**src/rtl/rms_pkg.sv**
```systemverilog
// Package: shared types, codes and constants of the ride motion state machine.
`timescale 1ns / 1ps

package rms_pkg;

    // Event kinds
    localparam logic [1:0] OP_UPDATE = 2'd0;
    localparam logic [1:0] OP_START  = 2'd1;
    localparam logic [1:0] OP_STOP   = 2'd2;
    localparam logic [1:0] OP_NOP    = 2'd3;

    // Ride states
    localparam logic [1:0] ST_SLEEP     = 2'd0;
    localparam logic [1:0] ST_AWAKE     = 2'd1;
    localparam logic [1:0] ST_RECORDING = 2'd2;
    localparam logic [1:0] ST_WAITING   = 2'd3;

    // Action codes
    localparam logic [2:0] ACT_NONE   = 3'd0;
    localparam logic [2:0] ACT_START  = 3'd1;
    localparam logic [2:0] ACT_RESUME = 3'd2;
    localparam logic [2:0] ACT_PAUSE  = 3'd3;
    localparam logic [2:0] ACT_END    = 3'd4;

    // Configuration register indexes
    localparam logic [7:0] REG_START_SPEED   = 8'd0;
    localparam logic [7:0] REG_STOP_SPEED    = 8'd1;
    localparam logic [7:0] REG_GYRO_THRESH   = 8'd2;
    localparam logic [7:0] REG_ACCEL_THRESH  = 8'd3;
    localparam logic [7:0] REG_START_HOLD    = 8'd4;
    localparam logic [7:0] REG_SLEEP_TIMEOUT = 8'd5;
    localparam logic [7:0] REG_PAUSE_AFTER   = 8'd6;
    localparam logic [7:0] REG_WAIT_TIMEOUT  = 8'd7;

    // Register reset values
    localparam logic [15:0] RST_START_SPEED   = 16'd512;
    localparam logic [15:0] RST_STOP_SPEED    = 16'd256;
    localparam logic [15:0] RST_GYRO_THRESH   = 16'd512;
    localparam logic [15:0] RST_ACCEL_THRESH  = 16'd1024;
    localparam logic [23:0] RST_START_HOLD    = 24'd3000;
    localparam logic [23:0] RST_SLEEP_TIMEOUT = 24'd60000;
    localparam logic [23:0] RST_PAUSE_AFTER   = 24'd5000;
    localparam logic [23:0] RST_WAIT_TIMEOUT  = 24'd300000;

    // Fixed behavior
    localparam logic        AUTO_START       = 1'b1;
    localparam logic [23:0] NO_GNSS_PAUSE_MS = 24'd10000;
    localparam logic [15:0] GRAVITY_Q10      = 16'd10042;

    // Configuration register file contents
    typedef struct packed {
        logic [15:0] start_speed;
        logic [15:0] stop_speed;
        logic [15:0] gyro_threshold;
        logic [15:0] accel_threshold;
        logic [23:0] start_hold_ms;
        logic [23:0] sleep_timeout_ms;
        logic [23:0] pause_after_ms;
        logic [23:0] wait_timeout_ms;
    } cfg_t;

    // One input event as held in the input register
    typedef struct packed {
        logic [1:0]         op;
        logic [31:0]        now_ms;
        logic               speed_valid;
        logic [15:0]        speed;
        logic signed [15:0] gyro_x;
        logic signed [15:0] gyro_y;
        logic signed [15:0] gyro_z;
        logic signed [15:0] accel_x;
        logic signed [15:0] accel_y;
        logic signed [15:0] accel_z;
    } evt_t;

    // Event after the squared-norm stage
    typedef struct packed {
        logic [1:0]  op;
        logic [31:0] now_ms;
        logic        speed_valid;
        logic [15:0] speed;
        logic [31:0] gyro_sq;
        logic [31:0] accel_sq;
    } mot_t;

    // Squared IMU thresholds
    typedef struct packed {
        logic [31:0] gyro_sq;
        logic [33:0] accel_hi_sq;
        logic [27:0] accel_lo_sq;
        logic        accel_lo_en;
    } thr_t;

endpackage

```
**src/rtl/rms_if.sv**
```systemverilog


interface rms_cfg_if;
    logic        valid;
    logic        ready;
    logic [7:0]  index;
    logic [31:0] data;

    modport source (output valid, index, data, input ready);
    modport sink   (input valid, index, data, output ready);
endinterface

```
**src/rtl/rms_cfg.sv**
```systemverilog
// Configuration register file with write port.
`timescale 1ns / 1ps

module rms_cfg
    import rms_pkg::*;
(
    input  logic      clk,
    input  logic      rst_n,
    rms_cfg_if.sink   cfg,
    output cfg_t      regs
);

    cfg_t regs_reg;

    // Writes are always taken
    assign cfg.ready = 1'b1;
    assign regs      = regs_reg;

    // Register writes; unknown indexes are dropped
    always_ff @(posedge clk or negedge rst_n)
    begin
        if (!rst_n)
        begin
            regs_reg.start_speed      <= RST_START_SPEED;
            regs_reg.stop_speed       <= RST_STOP_SPEED;
            regs_reg.gyro_threshold   <= RST_GYRO_THRESH;
            regs_reg.accel_threshold  <= RST_ACCEL_THRESH;
            regs_reg.start_hold_ms    <= RST_START_HOLD;
            regs_reg.sleep_timeout_ms <= RST_SLEEP_TIMEOUT;
            regs_reg.pause_after_ms   <= RST_PAUSE_AFTER;
            regs_reg.wait_timeout_ms  <= RST_WAIT_TIMEOUT;
        end
        else if (cfg.valid)
        begin
            unique case (cfg.index)
                REG_START_SPEED:   regs_reg.start_speed      <= cfg.data[15:0];
                REG_STOP_SPEED:    regs_reg.stop_speed       <= cfg.data[15:0];
                REG_GYRO_THRESH:   regs_reg.gyro_threshold   <= cfg.data[15:0];
                REG_ACCEL_THRESH:  regs_reg.accel_threshold  <= cfg.data[15:0];
                REG_START_HOLD:    regs_reg.start_hold_ms    <= cfg.data[23:0];
                REG_SLEEP_TIMEOUT: regs_reg.sleep_timeout_ms <= cfg.data[23:0];
                REG_PAUSE_AFTER:   regs_reg.pause_after_ms   <= cfg.data[23:0];
                REG_WAIT_TIMEOUT:  regs_reg.wait_timeout_ms  <= cfg.data[23:0];
                default:           ;
            endcase
        end
    end

endmodule

```
**src/flat_wrapper.sv**
```systemverilog
// flat-port wrapper written by rule: the top's interface ports become plain ports
module rms_cfg_flat import rms_pkg::*;
  (clk, rst_n, regs, cfg_valid, cfg_index, cfg_data, cfg_ready);
  rms_cfg_if cfg_i ();
  input  logic clk;
  input  logic rst_n;
  output cfg_t regs;
  input wire logic [$bits(cfg_i.valid)-1:0] cfg_valid;
  input wire logic [$bits(cfg_i.index)-1:0] cfg_index;
  input wire logic [$bits(cfg_i.data)-1:0] cfg_data;
  output wire logic [$bits(cfg_i.ready)-1:0] cfg_ready;
  assign cfg_i.valid = cfg_valid;
  assign cfg_i.index = cfg_index;
  assign cfg_i.data = cfg_data;
  assign cfg_ready = cfg_i.ready;
  rms_cfg u_core (.clk(clk), .rst_n(rst_n), .cfg(cfg_i), .regs(regs));
endmodule
```
**config.mk**
```make
export PLATFORM = sky130hd
export DESIGN_NAME = rms_cfg_flat
export DESIGN_NICKNAME = d
export VERILOG_FILES = /design/src/rtl/rms_pkg.sv /design/src/rtl/rms_if.sv /design/src/rtl/rms_cfg.sv /design/src/flat_wrapper.sv
export SDC_FILE = /design/constraint.sdc
export NUM_CORES = 1
export LEC_CHECK = 0
export BUFFER_PORTS_ARGS = -buffer_cell sky130_fd_sc_hd__clkbuf_2
export CORE_ASPECT_RATIO = 0.8
export CORE_MARGIN = 2
export CORE_UTILIZATION = 45
export CTS_CLUSTER_SIZE = 10
export DETAILED_ROUTE_END_ITERATION = 10
export GPL_TIMING_DRIVEN = 0
export PLACE_DENSITY_LB_ADDON = 0.08
export SYNTH_ARGS = -nofsm -noshare
export SYNTH_HDL_FRONTEND = slang
export SYNTH_SLANG_ARGS = --single-unit
```
**constraint.sdc**
```tcl
create_clock -name clk -period 0.8 [get_ports clk]
set_input_delay 0.04 -clock clk [delete_from_list [all_inputs] [get_ports clk]]
set_output_delay 0.04 -clock clk [all_outputs]
set_load 0.02 [all_outputs]
```
==> impl_metrics.yaml <==
global_route:
  grt_max_degree: 85
  overflow: 0
  grt_usage_pct: 23.2
  grt_pass1_vias: 4409
  grt_pass1_wl_um: 25000
  antenna_found_initial: 0
worst_setup_path:
  cp.buffers_inverters: 2
  critPathKind: "in2reg"
  end_kind: "register"
  arrival_ns: 1.79
  cp-start-kind: "primary input"
  rrSetupSlack_ns: -0.12
  cp.depth: 5
  cp_max_fo: 5
  cp_top_family: "simple AND/OR/NAND/NOR gates"
  reg2reg_depth: 2
  critical_path.slowest_cell: "or4_4"
  crit_required_ns: 1.11
  crit_chain: "buf_8, or4_4, or4_4, buf_12, mux2_4"
  crit_path_max_incr_delay_ns: 0.59
  path_common_cell: "or4_4"
pwr:
  peakVddDrop_uv: 1970
  power_density_mw_per_mm2: 1870
  p_leak_nw: 5.45
floorplanning:
  rows: 38
  die_height_um: 108
  core_area_mm2: 0.0134
  fp.dieArea_mm2: 0.0145
  initial_utilization_pct: 45.6
  io_pins: 204
  die_w_um: 134
timing:
  period_share_pct: 186
  finalSetupTns_ns: -105.28
  worst_slew_pin_slew_ns: 0.616
  rsz0062_at_grt: "true"
  finClkSkew_ns: 0
  holdWs_ns: -0.373
  min_period_ns: 1.49
  slew_violations: 0
  slew_headroom_pct: 58.9
  max_freq_mhz: 673
  hold_viol_final: 58
  fin_ws_ns: -0.686
  setup_viol: 320
layout:
  stdcell_area_mm2: 0.0108
  largest_reg_flops: 160
  final_common_cell: "dfrtp_1"
  area_growth_pct: 76.0
  num_antenna_cells: 0
  fin_nets: 720
  n_fill_cell: 718
  final_cell_mix: "dfrtp_1, buf_6, mux2_2, mux2_4, buf_4"
  drive_gt1_share_pct: 75.7
placed_design:
  io_buffers: 192
  place_congestion: 0.694
  hpwlAfterDp_um: 9780
  placed_area_mm2: 0.00749
job:
  cap_violations: 0
drt:
  ant_nets: 0
  drtIter0Drc: 141
  drc_errors: 0
  first_pass_iters: 4
  avgRoutedWirePerCell_um: 20.5
  viasPerCell: 4.98
  vias: 4335
  routed_wirelength_um: 17900
clock_network:
  numCtsBuffers: 17
  cts_hold_buf: 24
  cts.path.max_buffers: 2
  htreeDepth: 4
  clock_latency_ns: 0.42
  cts_tree: "yes"
  clkTransAtPathRegs_ns: 0.06
  root_buffer: "clkbuf_16"
  cts.sinks: 160
synth:
  ys_seq_area_share_pct: 66.1
  ys_ff_latch: 160
  synth.avg_cell_area_um2: 17.3
  synth_area_mm2: 0.00611
  yosys_warnings: 0
  post_synth_inst_count: 353
  synth.distinct_cells: 24
  synth_nets: 396
hold_path:
  hold_class: "in2async"
run_status:
  violations: "negative hold slack, negative setup slack"
  outcome: "finished, violations left"
kinds of logic (layout without fill, tap and decap cells):
kind of cell / count (synthesis) / after routing / share of synthesized area (%)
other cells: 1 / 1 / 0.0613
simple gates: 14 / 14 / 1.96
mux: 160 / 160 / 30.1
buf+inv: 18 / 355 / 1.78
flops: 160 / 160 / 66.1
Yosys cell counts, drive strengths merged:
cell type | number | area (µm²)
nor4b | 1 | 23.8
buf | 10 | 78.8
nor3b | 1 | 7.51
nor4 | 2 | 18.8
dfstp | 31 | 815
nand4 | 2 | 12.5
nand3b | 1 | 7.51
clkbuf | 7 | 26.3
inv | 1 | 3.75
or4 | 2 | 18.8
dfrtp | 129 | 3230
mux2 | 160 | 1840
nand4b | 1 | 8.76
nand3 | 1 | 5.00
nand2 | 1 | 3.75
nor3 | 1 | 10.0
nor2 | 1 | 3.75
conb | 1 | 3.75
through the flow:
| step | instances | hold slack [ns] | util [%] | power (mW) | worst slack [ns] |
|---|---|---|---|---|---|
| after floorplan | 353 | -0.256 | - | 9.79 | -1.06 |
| after global placement | 725 | 0.312 | 55.6 | 10.6 | -2.93 |
| after detailed placement | 726 | 0.0966 | 55.9 | 10.7 | -1.63 |
| after CTS | 839 | -0.357 | 73.2 | 19.6 | -0.735 |
| after global routing | 870 | -0.323 | 80.3 | 20.8 | -0.692 |
| final | 870 | -0.373 | 80.3 | 20.1 | -0.686 |
repair_timing:
item | CTS | global route
hold endpoints to repair | 213 | 57
gates resized for setup | 198 | 363
setup endpoints to repair | 320 | 320
pin swaps | 8 | 6
buffers inserted | 49 | 35
cloned | 10 | 1
layout make-up:
class,count,area [µm²],area share [%]
flip-flops and latches,160,4040,37.6
repair buffers,309,3400,31.6
multi-input cells,175,2240,20.8
clock buffers,26,489,4.55
plain buffers,13,226,2.10
well taps,180,225,2.09
clock inverters,6,130,1.21
inverters,1,3.75,0.0349
routing by layer:
layer	track usage (%)	up-vias	share of wire (%)
li1	-	1922	-
met1	31.1	2258	43
met2	36.4	140	50
met3	6.70	15	6.1
met4	8.35	0	1.3
met5	0	-	0
path summary, 6_finish.rpt:
check / startpoint / end
worst max-delay path: cfg_index[5] / u_core.regs[122]
worst min-delay path: rst_n / u_core.regs[120]
worst max register to register: u_core.regs[52] / u_core.regs[52]
worst min register to register: u_core.regs[78] / u_core.regs[78]
max in group asynchronous: rst_n / u_core.regs[15]
min in group clk: cfg_index[3] / u_core.regs[146]
worst reg2reg max path: cells and delay by family (launching register included):
| kind | cells | cell delay (ns) |
|---|---|---|
| multiplexers | 1 | 0.26 |
| buffers and inverters | 1 | 0.14 |
| flip-flops | 1 | 0.40 |
report_power, final:
part           switching, mW  internal [mW]
registers              0.307           8.55
clock network           3.05           5.47
logic                   1.20           1.53
Note: power is estimated with default switching activity, not from simulation.
