`src/rtl/rms_pkg.sv`:
```
// Package: shared types, codes and constants of the ride motion state machine.
`timescale 1ns / 1ps

package rms_pkg;

    // Event kinds
    localparam logic [1:0] OP_UPDATE = 2'd0;
    localparam logic [1:0] OP_START  = 2'd1;
    localparam logic [1:0] OP_STOP   = 2'd2;
    localparam logic [1:0] OP_NOP    = 2'd3;

    // Ride states
    localparam logic [1:0] ST_SLEEP     = 2'd0;
    localparam logic [1:0] ST_AWAKE     = 2'd1;
    localparam logic [1:0] ST_RECORDING = 2'd2;
    localparam logic [1:0] ST_WAITING   = 2'd3;

    // Action codes
    localparam logic [2:0] ACT_NONE   = 3'd0;
    localparam logic [2:0] ACT_START  = 3'd1;
    localparam logic [2:0] ACT_RESUME = 3'd2;
    localparam logic [2:0] ACT_PAUSE  = 3'd3;
    localparam logic [2:0] ACT_END    = 3'd4;

    // Configuration register indexes
    localparam logic [7:0] REG_START_SPEED   = 8'd0;
    localparam logic [7:0] REG_STOP_SPEED    = 8'd1;
    localparam logic [7:0] REG_GYRO_THRESH   = 8'd2;
    localparam logic [7:0] REG_ACCEL_THRESH  = 8'd3;
    localparam logic [7:0] REG_START_HOLD    = 8'd4;
    localparam logic [7:0] REG_SLEEP_TIMEOUT = 8'd5;
    localparam logic [7:0] REG_PAUSE_AFTER   = 8'd6;
    localparam logic [7:0] REG_WAIT_TIMEOUT  = 8'd7;

    // Register reset values
    localparam logic [15:0] RST_START_SPEED   = 16'd512;
    localparam logic [15:0] RST_STOP_SPEED    = 16'd256;
    localparam logic [15:0] RST_GYRO_THRESH   = 16'd512;
    localparam logic [15:0] RST_ACCEL_THRESH  = 16'd1024;
    localparam logic [23:0] RST_START_HOLD    = 24'd3000;
    localparam logic [23:0] RST_SLEEP_TIMEOUT = 24'd60000;
    localparam logic [23:0] RST_PAUSE_AFTER   = 24'd5000;
    localparam logic [23:0] RST_WAIT_TIMEOUT  = 24'd300000;

    // Fixed behavior
    localparam logic        AUTO_START       = 1'b1;
    localparam logic [23:0] NO_GNSS_PAUSE_MS = 24'd10000;
    localparam logic [15:0] GRAVITY_Q10      = 16'd10042;

    // Configuration register file contents
    typedef struct packed {
        logic [15:0] start_speed;
        logic [15:0] stop_speed;
        logic [15:0] gyro_threshold;
        logic [15:0] accel_threshold;
        logic [23:0] start_hold_ms;
        logic [23:0] sleep_timeout_ms;
        logic [23:0] pause_after_ms;
        logic [23:0] wait_timeout_ms;
    } cfg_t;

    // One input event as held in the input register
    typedef struct packed {
        logic [1:0]         op;
        logic [31:0]        now_ms;
        logic               speed_valid;
        logic [15:0]        speed;
        logic signed [15:0] gyro_x;
        logic signed [15:0] gyro_y;
        logic signed [15:0] gyro_z;
        logic signed [15:0] accel_x;
        logic signed [15:0] accel_y;
        logic signed [15:0] accel_z;
    } evt_t;

    // Event after the squared-norm stage
    typedef struct packed {
        logic [1:0]  op;
        logic [31:0] now_ms;
        logic        speed_valid;
        logic [15:0] speed;
        logic [31:0] gyro_sq;
        logic [31:0] accel_sq;
    } mot_t;

    // Squared IMU thresholds
    typedef struct packed {
        logic [31:0] gyro_sq;
        logic [33:0] accel_hi_sq;
        logic [27:0] accel_lo_sq;
        logic        accel_lo_en;
    } thr_t;

endpackage

```
`src/rtl/rms_if.sv`:
```


interface rms_res_if;
    logic       valid;
    logic       ready;
    logic [2:0] action;
    logic [1:0] ride_state_out;
    logic       moving_out;

    modport source (output valid, action, ride_state_out, moving_out, input ready);
    modport sink   (input valid, action, ride_state_out, moving_out, output ready);
endinterface


```
`src/rtl/rms_fsm.sv`:
```
// Motion decision, qualification timers, ride state machine and result register.
`timescale 1ns / 1ps

module rms_fsm
    import rms_pkg::*;
(
    input  logic      clk,
    input  logic      rst_n,
    input  cfg_t      regs,
    input  thr_t      thr,
    input  logic      in_valid,
    input  mot_t      in_mot,
    output logic      in_en,
    rms_res_if.source res
);

    // Ride state
    logic [1:0]  state_reg, state_next;
    logic [31:0] entered_reg, entered_next;
    logic        mv_seen_reg, mv_seen_next;
    logic [31:0] mv_start_reg, mv_start_next;
    logic        st_seen_reg, st_seen_next;
    logic [31:0] st_start_reg, st_start_next;
    logic        moving_reg, moving_next;
    logic        hold_reg, hold_next;

    // Result register
    logic        valid_reg;
    logic [2:0]  action_reg, action_next;
    logic [1:0]  res_state_reg;
    logic        res_moving_reg;

    logic        fire;
    logic        imu_moving, above, below;
    logic [31:0] moving_for, stopped_for, in_state_for;
    logic [23:0] pause_need;

    assign in_en = !valid_reg || res.ready;
    assign fire  = in_en && in_valid;

    assign res.valid          = valid_reg;
    assign res.action         = action_reg;
    assign res.ride_state_out = res_state_reg;
    assign res.moving_out     = res_moving_reg;

    // Motion decisions
    assign imu_moving = (in_mot.gyro_sq > thr.gyro_sq)
                     || ({2'b00, in_mot.accel_sq} > thr.accel_hi_sq)
                     || (thr.accel_lo_en && (in_mot.accel_sq < {4'd0, thr.accel_lo_sq}));
    assign above = in_mot.speed_valid ? (in_mot.speed >= regs.start_speed) : imu_moving;
    assign below = in_mot.speed_valid ? (in_mot.speed < regs.stop_speed) : !imu_moving;

    // Qualification times; zero on the first qualifying event
    assign moving_for   = (above && mv_seen_reg) ? (in_mot.now_ms - mv_start_reg) : 32'd0;
    assign stopped_for  = (below && st_seen_reg) ? (in_mot.now_ms - st_start_reg) : 32'd0;
    assign in_state_for = in_mot.now_ms - entered_reg;
    assign pause_need   = in_mot.speed_valid ? regs.pause_after_ms : NO_GNSS_PAUSE_MS;

    // Next state and action
    always_comb
    begin
        state_next    = state_reg;
        mv_seen_next  = mv_seen_reg;
        mv_start_next = mv_start_reg;
        st_seen_next  = st_seen_reg;
        st_start_next = st_start_reg;
        moving_next   = moving_reg;
        hold_next     = hold_reg;
        action_next   = ACT_NONE;

        unique case (in_mot.op)
            OP_UPDATE:
            begin
                moving_next   = above;
                mv_seen_next  = above;
                mv_start_next = (above && !mv_seen_reg) ? in_mot.now_ms : mv_start_reg;
                st_seen_next  = below;
                st_start_next = (below && !st_seen_reg) ? in_mot.now_ms : st_start_reg;

                unique case (state_reg)
                    ST_SLEEP:
                    begin
                        if (imu_moving || above)
                        begin
                            state_next = ST_AWAKE;
                        end
                    end
                    ST_AWAKE:
                    begin
                        priority if (AUTO_START && above
                                     && (moving_for >= {8'd0, regs.start_hold_ms}))
                        begin
                            state_next  = ST_RECORDING;
                            action_next = ACT_START;
                        end
                        else if (!imu_moving && !above
                                 && (in_state_for >= {8'd0, regs.sleep_timeout_ms}))
                        begin
                            state_next = ST_SLEEP;
                        end
                        else
                        begin
                            // stay awake
                            state_next = state_reg;
                        end
                    end
                    ST_RECORDING:
                    begin
                        if (!hold_reg && below && (stopped_for >= {8'd0, pause_need}))
                        begin
                            state_next  = ST_WAITING;
                            action_next = ACT_PAUSE;
                        end
                    end
                    ST_WAITING:
                    begin
                        priority if (above)
                        begin
                            state_next  = ST_RECORDING;
                            action_next = ACT_RESUME;
                        end
                        else if (in_state_for >= {8'd0, regs.wait_timeout_ms})
                        begin
                            state_next  = ST_AWAKE;
                            action_next = ACT_END;
                        end
                        else
                        begin
                            // keep waiting
                            state_next = state_reg;
                        end
                    end
                    default: ;
                endcase
            end
            OP_START:
            begin
                if (state_reg != ST_RECORDING)
                begin
                    hold_next   = 1'b1;
                    state_next  = ST_RECORDING;
                    action_next = (state_reg == ST_WAITING) ? ACT_RESUME : ACT_START;
                end
            end
            OP_STOP:
            begin
                if (state_reg == ST_RECORDING || state_reg == ST_WAITING)
                begin
                    hold_next   = 1'b0;
                    state_next  = ST_AWAKE;
                    action_next = ACT_END;
                end
            end
            OP_NOP: ;
            default: ;
        endcase

        // Entry time only moves on a real change of state
        entered_next = (state_next != state_reg) ? in_mot.now_ms : entered_reg;
    end

    // State and result update on each event transfer
    always_ff @(posedge clk or negedge rst_n)
    begin
        if (!rst_n)
        begin
            state_reg    <= ST_SLEEP;
            entered_reg  <= 32'd0;
            mv_seen_reg  <= 1'b0;
            mv_start_reg <= 32'd0;
            st_seen_reg  <= 1'b0;
            st_start_reg <= 32'd0;
            moving_reg   <= 1'b0;
            hold_reg     <= 1'b0;
            valid_reg    <= 1'b0;
        end
        else
        begin
            if (in_en)
            begin
                valid_reg <= in_valid;
            end
            if (fire)
            begin
                state_reg    <= state_next;
                entered_reg  <= entered_next;
                mv_seen_reg  <= mv_seen_next;
                mv_start_reg <= mv_start_next;
                st_seen_reg  <= st_seen_next;
                st_start_reg <= st_start_next;
                moving_reg   <= moving_next;
                hold_reg     <= hold_next;
            end
        end
    end

    // Result payload
    always_ff @(posedge clk)
    begin
        if (fire)
        begin
            action_reg     <= action_next;
            res_state_reg  <= state_next;
            res_moving_reg <= moving_next;
        end
    end

endmodule

```
`src/flat_wrapper.sv`:
```
// flat-port wrapper written by rule: the top's interface ports become plain ports
module rms_fsm_flat import rms_pkg::*;
  (clk, rst_n, regs, thr, in_valid, in_mot, in_en, res_valid, res_action, res_ride_state_out, res_moving_out, res_ready);
  rms_res_if res_i ();
  input  logic clk;
  input  logic rst_n;
  input  cfg_t regs;
  input  thr_t thr;
  input  logic in_valid;
  input  mot_t in_mot;
  output logic in_en;
  output wire logic [$bits(res_i.valid)-1:0] res_valid;
  output wire logic [$bits(res_i.action)-1:0] res_action;
  output wire logic [$bits(res_i.ride_state_out)-1:0] res_ride_state_out;
  output wire logic [$bits(res_i.moving_out)-1:0] res_moving_out;
  input wire logic [$bits(res_i.ready)-1:0] res_ready;
  assign res_valid = res_i.valid;
  assign res_action = res_i.action;
  assign res_ride_state_out = res_i.ride_state_out;
  assign res_moving_out = res_i.moving_out;
  assign res_i.ready = res_ready;
  rms_fsm u_core (.clk(clk), .rst_n(rst_n), .regs(regs), .thr(thr), .in_valid(in_valid), .in_mot(in_mot), .in_en(in_en), .res(res_i));
endmodule
```
`config.mk`:
```
export PLATFORM = sky130hd
export DESIGN_NAME = rms_fsm_flat
export DESIGN_NICKNAME = d
export VERILOG_FILES = /design/src/rtl/rms_pkg.sv /design/src/rtl/rms_if.sv /design/src/rtl/rms_fsm.sv /design/src/flat_wrapper.sv
export SDC_FILE = /design/constraint.sdc
export NUM_CORES = 1
export LEC_CHECK = 0
export BUFFER_PORTS_ARGS = -buffer_cell sky130_fd_sc_hd__buf_2
export CORE_MARGIN = 1.5
export CORE_UTILIZATION = 56
export DETAILED_ROUTE_END_ITERATION = 12
export HOLD_SLACK_MARGIN = 0.03
export PLACE_DENSITY = 0.86
export RECOVER_POWER = 25
export SYNTH_ARGS = -nofsm -noshare
export SYNTH_HDL_FRONTEND = slang
export SYNTH_SLANG_ARGS = --single-unit
```
`constraint.sdc`:
```
create_clock -name clk -period 7.75 [get_ports clk]
set_input_delay 0.3875 -clock clk [delete_from_list [all_inputs] [get_ports clk]]
set_output_delay 0.3875 -clock clk [all_outputs]
set_load 0.02 [all_outputs]
```
==> impl_metrics.json <==
{
  "status": "finished, violations left",
  "violations": "capacitance limit, slew limit",
  "stdcell_count": 2695,
  "drive_gt1_frac": 0.198,
  "synth_area_sq_um": 15700,
  "route.detailed.drc": 0,
  "drt_iter0_drc": 1041,
  "drtPass1Iterations": 5,
  "root_buffer": "clkbuf_16",
  "max_cap_viol_count": 2,
  "place_area_sq_um": 17700,
  "fin_crit_sh": 0.878,
  "syn-num-nets": 2680,
  "setup_slack_ns": 0.942,
  "grt_max_degree": 74,
  "cts_buffer_depth": 2,
  "ys_ff_latch": 109,
  "htree_levels": 3,
  "hold_violations": 0,
  "grt_busiest_layer": "met2",
  "maxSlewViolCount": 106,
  "fmax_ghz": 0.147,
  "synthDistinctLibCells": 82,
  "drt_wl_total_mm": 47.7,
  "timing.rr.start": "u_core.mv_start_reg[0]",
  "powerDensity_nw_per_um2": 280,
  "slew_headroom": -1.68,
  "seq_area_frac_synth": 0.176,
  "die_y_microns": 170,
  "preCtsSetupSlack_ns": 0.772,
  "leakage_uw": 0.00987,
  "p_switching_uw": 2440,
  "die_width_microns": 170,
  "grt_util_all_layers": 0.327,
  "power_frac_seq": 0.179,
  "required_ns": 8.01,
  "num_rows": 61,
  "antenna_found_initial": 3,
  "use_met3": 0.0565,
  "p_comb_frac": 0.728,
  "tightest_slew_ns": 4.02,
  "setup_viol": 0,
  "gr-usage-met1": 0.439,
  "wl_per_cell_microns": 17.7,
  "dieArea_sq_um": 29000,
  "clock_latency_ns": 0.37,
  "fin_setup_tns_ns": 0,
  "critPathKind": "in -> reg",
  "clock_skew_ns": 0.0102,
  "p_sw_frac": 0.483,
  "power.internal_uw": 2620,
  "crit_start": "in_mot[81]",
  "grt_overflow": 0,
  "syn_inst": 1987,
  "hold_start": "in_valid",
  "synth_ff_type": "dfrtp_1",
  "start_util": 0.566,
  "yosysWarnings": 0,
  "via_count": 15670,
  "grt_pass1_wl_mm": 74.7,
  "nets": 3002,
  "cp_max_fo": 32,
  "ioPinCount": 382,
  "grtUsageMet2": 0.533,
  "syn_avg_cell_area_sq_um": 7.89,
  "fin_total_pwr_uw": 5060,
  "io_buffers": 349,
  "post_cts_buffers": 0,
  "crit_arrival_ns": 7.06,
  "dp_hpwl_mm": 40.7,
  "rsz0062_at_grt": "no",
  "min_period_ns": 6.81,
  "cts_sinks": 109,
  "cts_tree": "built",
  "design_area_sq_um": 18000,
  "area_delta_synth_final_pct": 15.1,
  "core-area_sq_um": 27700,
  "hold_path_class": "in -> reg",
  "avgViaCountPerCell": 5.81,
  "cts-buffers-inserted": 9,
  "grt_pass1_vias": 14855,
  "synth_edf_count": 6,
  "place.gp.congestion": 0.940,
  "worst_setup_path_end_kind": "flop",
  "start_kind": "primary input",
  "final_antenna_net_count": 0,
  "path_clk_slew_ns": 0.08,
  "async_flop_share": 0.945,
  "dp.cells": 2675,
  "peakVddDrop_mv": 0.166,
  "clkPwrFrac": 0.093
}
synthesized netlist by cell type, types with 13 or more instances:
cell	number	area (sq um)
a211oi_1	22	165
a21o_1	73	548
a21oi_1	148	741
a31oi_1	24	150
and3_1	14	87.6
clkbuf_1	32	120
dfrtp_1	103	2580
ha_1	316	3950
inv_1	329	1230
mux2_2	37	417
mux2_4	30	450
nand2_1	170	638
nand2b_1	16	100
nand3_1	46	230
nand4_1	52	325
nor2_1	113	424
nor2b_1	13	81.3
nor3_1	29	145
o211ai_1	25	188
o21ai_0	117	586
or3_1	14	87.6
xnor2_1	50	438
xor2_1	34	298
per-layer routing:
metal | part of all wire | wire (microns) | vias up
met1 | 0.46 | 21900 | 7354
li1 | - | - | 7669
met4 | 0.026 | 1250 | 2
met5 | 0.00086 | 41 | -
met2 | 0.45 | 21300 | 561
met3 | 0.068 | 3220 | 84
cell type report:
type / instances / area (sq um)
clock buffer: 10 / 229
timing repair buffer: 356 / 1790
antenna: 3 / 7.51
fill: 2461 / 9660
multi-input combinational: 1503 / 11500
inverter: 330 / 1240
tap: 378 / 473
clock inverter: 6 / 65.1
sequential: 109 / 2760
final timing paths:
| kind | slack, ns | depth (start not counted) | endpoint |
|---|---|---|---|
| worst max-delay path | 0.94 | 25 | u_core.entered_reg[28] |
| worst min-delay path | 0.24 | 2 | u_core.res.valid |
| worst max register to register | 0.98 | 23 | u_core.entered_reg[28] |
| worst min register to register | 0.50 | 2 | u_core.mv_start_reg[0] |
| max in group asynchronous | 2.03 | 3 | u_core.mv_start_reg[25] |
| min in group asynchronous | 1.09 | 2 | u_core.entered_reg[9] |
power groups by stage:
stage,Sequential (uW),Clock [uW],Combinational [uW]
after detailed placement,915,0,3610
after CTS,904,484,3640
after floorplan,880,0,2800
final,906,471,3680
after global placement,902,0,3500
after global routing,930,502,4120
metrics by stage:
step / hold WS, ns / util
after floorplan: 0.0919 / -
after global placement: 0.361 / 0.641
after detailed placement: 0.370 / 0.641
after CTS: 0.232 / 0.652
after global routing: 0.227 / 0.651
final: 0.241 / 0.651
placed cells by master, fill, tap and decap left out, types with 7 or more instances in the layout:
cell type  synthesis  layout
nand3_1           46      46
ha_1             316     316
o211ai_1          25      25
a31oi_1           24      24
o31ai_1            7       7
a21oi_1          148     148
and4_1             8       8
o2111ai_1          7       7
nand2b_1          16      16
a211oi_1          22      21
or2_2             10      10
xor2_1            34      34
dfrtp_1          103     103
or3_1             14      14
nor2_1           113     113
o21a_1            11      11
nor3_1            29      29
clkbuf_1          32      11
buf_2              4     340
and3_1            14      14
inv_1            329     329
nor2b_1           13      13
clkbuf_16          0       9
o21ai_0          117     117
a21o_1            73      73
nand4_1           52      52
mux2_2            37      37
o21bai_1          11      11
mux2_4            30      30
nand2_1          170     170
xnor2_1           50      50
cells by family (layout without fill, tap and decap cells):
family / Yosys count / after routing / synth area share
xor gates and xnor gates: 84 / 84 / 0.0469
buffers and inverters: 375 / 702 / 0.0925
muxes: 70 / 70 / 0.0572
AOI/OAI and AO/OA: 520 / 520 / 0.216
adders and majority gates: 319 / 319 / 0.256
DFF: 109 / 109 / 0.176
other: 0 / 3 / 0
and+or+nand+nor: 510 / 510 / 0.156
what timing repair did:
action                                 CTS  global route
endpoints found under the hold margin   30             0
hold buffers                             1             0
gates resized for setup                  0             0
worst max-delay path, stage by stage:
cell       delay, ns
buf_2           0.14
inv_1           0.19
ha_1            0.20
inv_1           0.06
fa_1            0.43
a211oi_1        0.32
o21ai_0         0.24
a31oi_1         0.67
o21ai_0         0.34
nor2_1          0.17
o21ai_0         0.12
xnor2_1         0.23
nor2_1          0.09
ha_1            0.21
a21o_1          0.16
a21o_1          0.18
a2111oi_0       0.53
nand2_1         0.26
nor3_1          0.26
nand4_1         0.36
a32o_1          0.40
o31ai_2         0.29
a31oi_4         0.11
buf_4           0.31
mux2_4          0.37
Note: power is estimated with default switching activity, not from simulation.
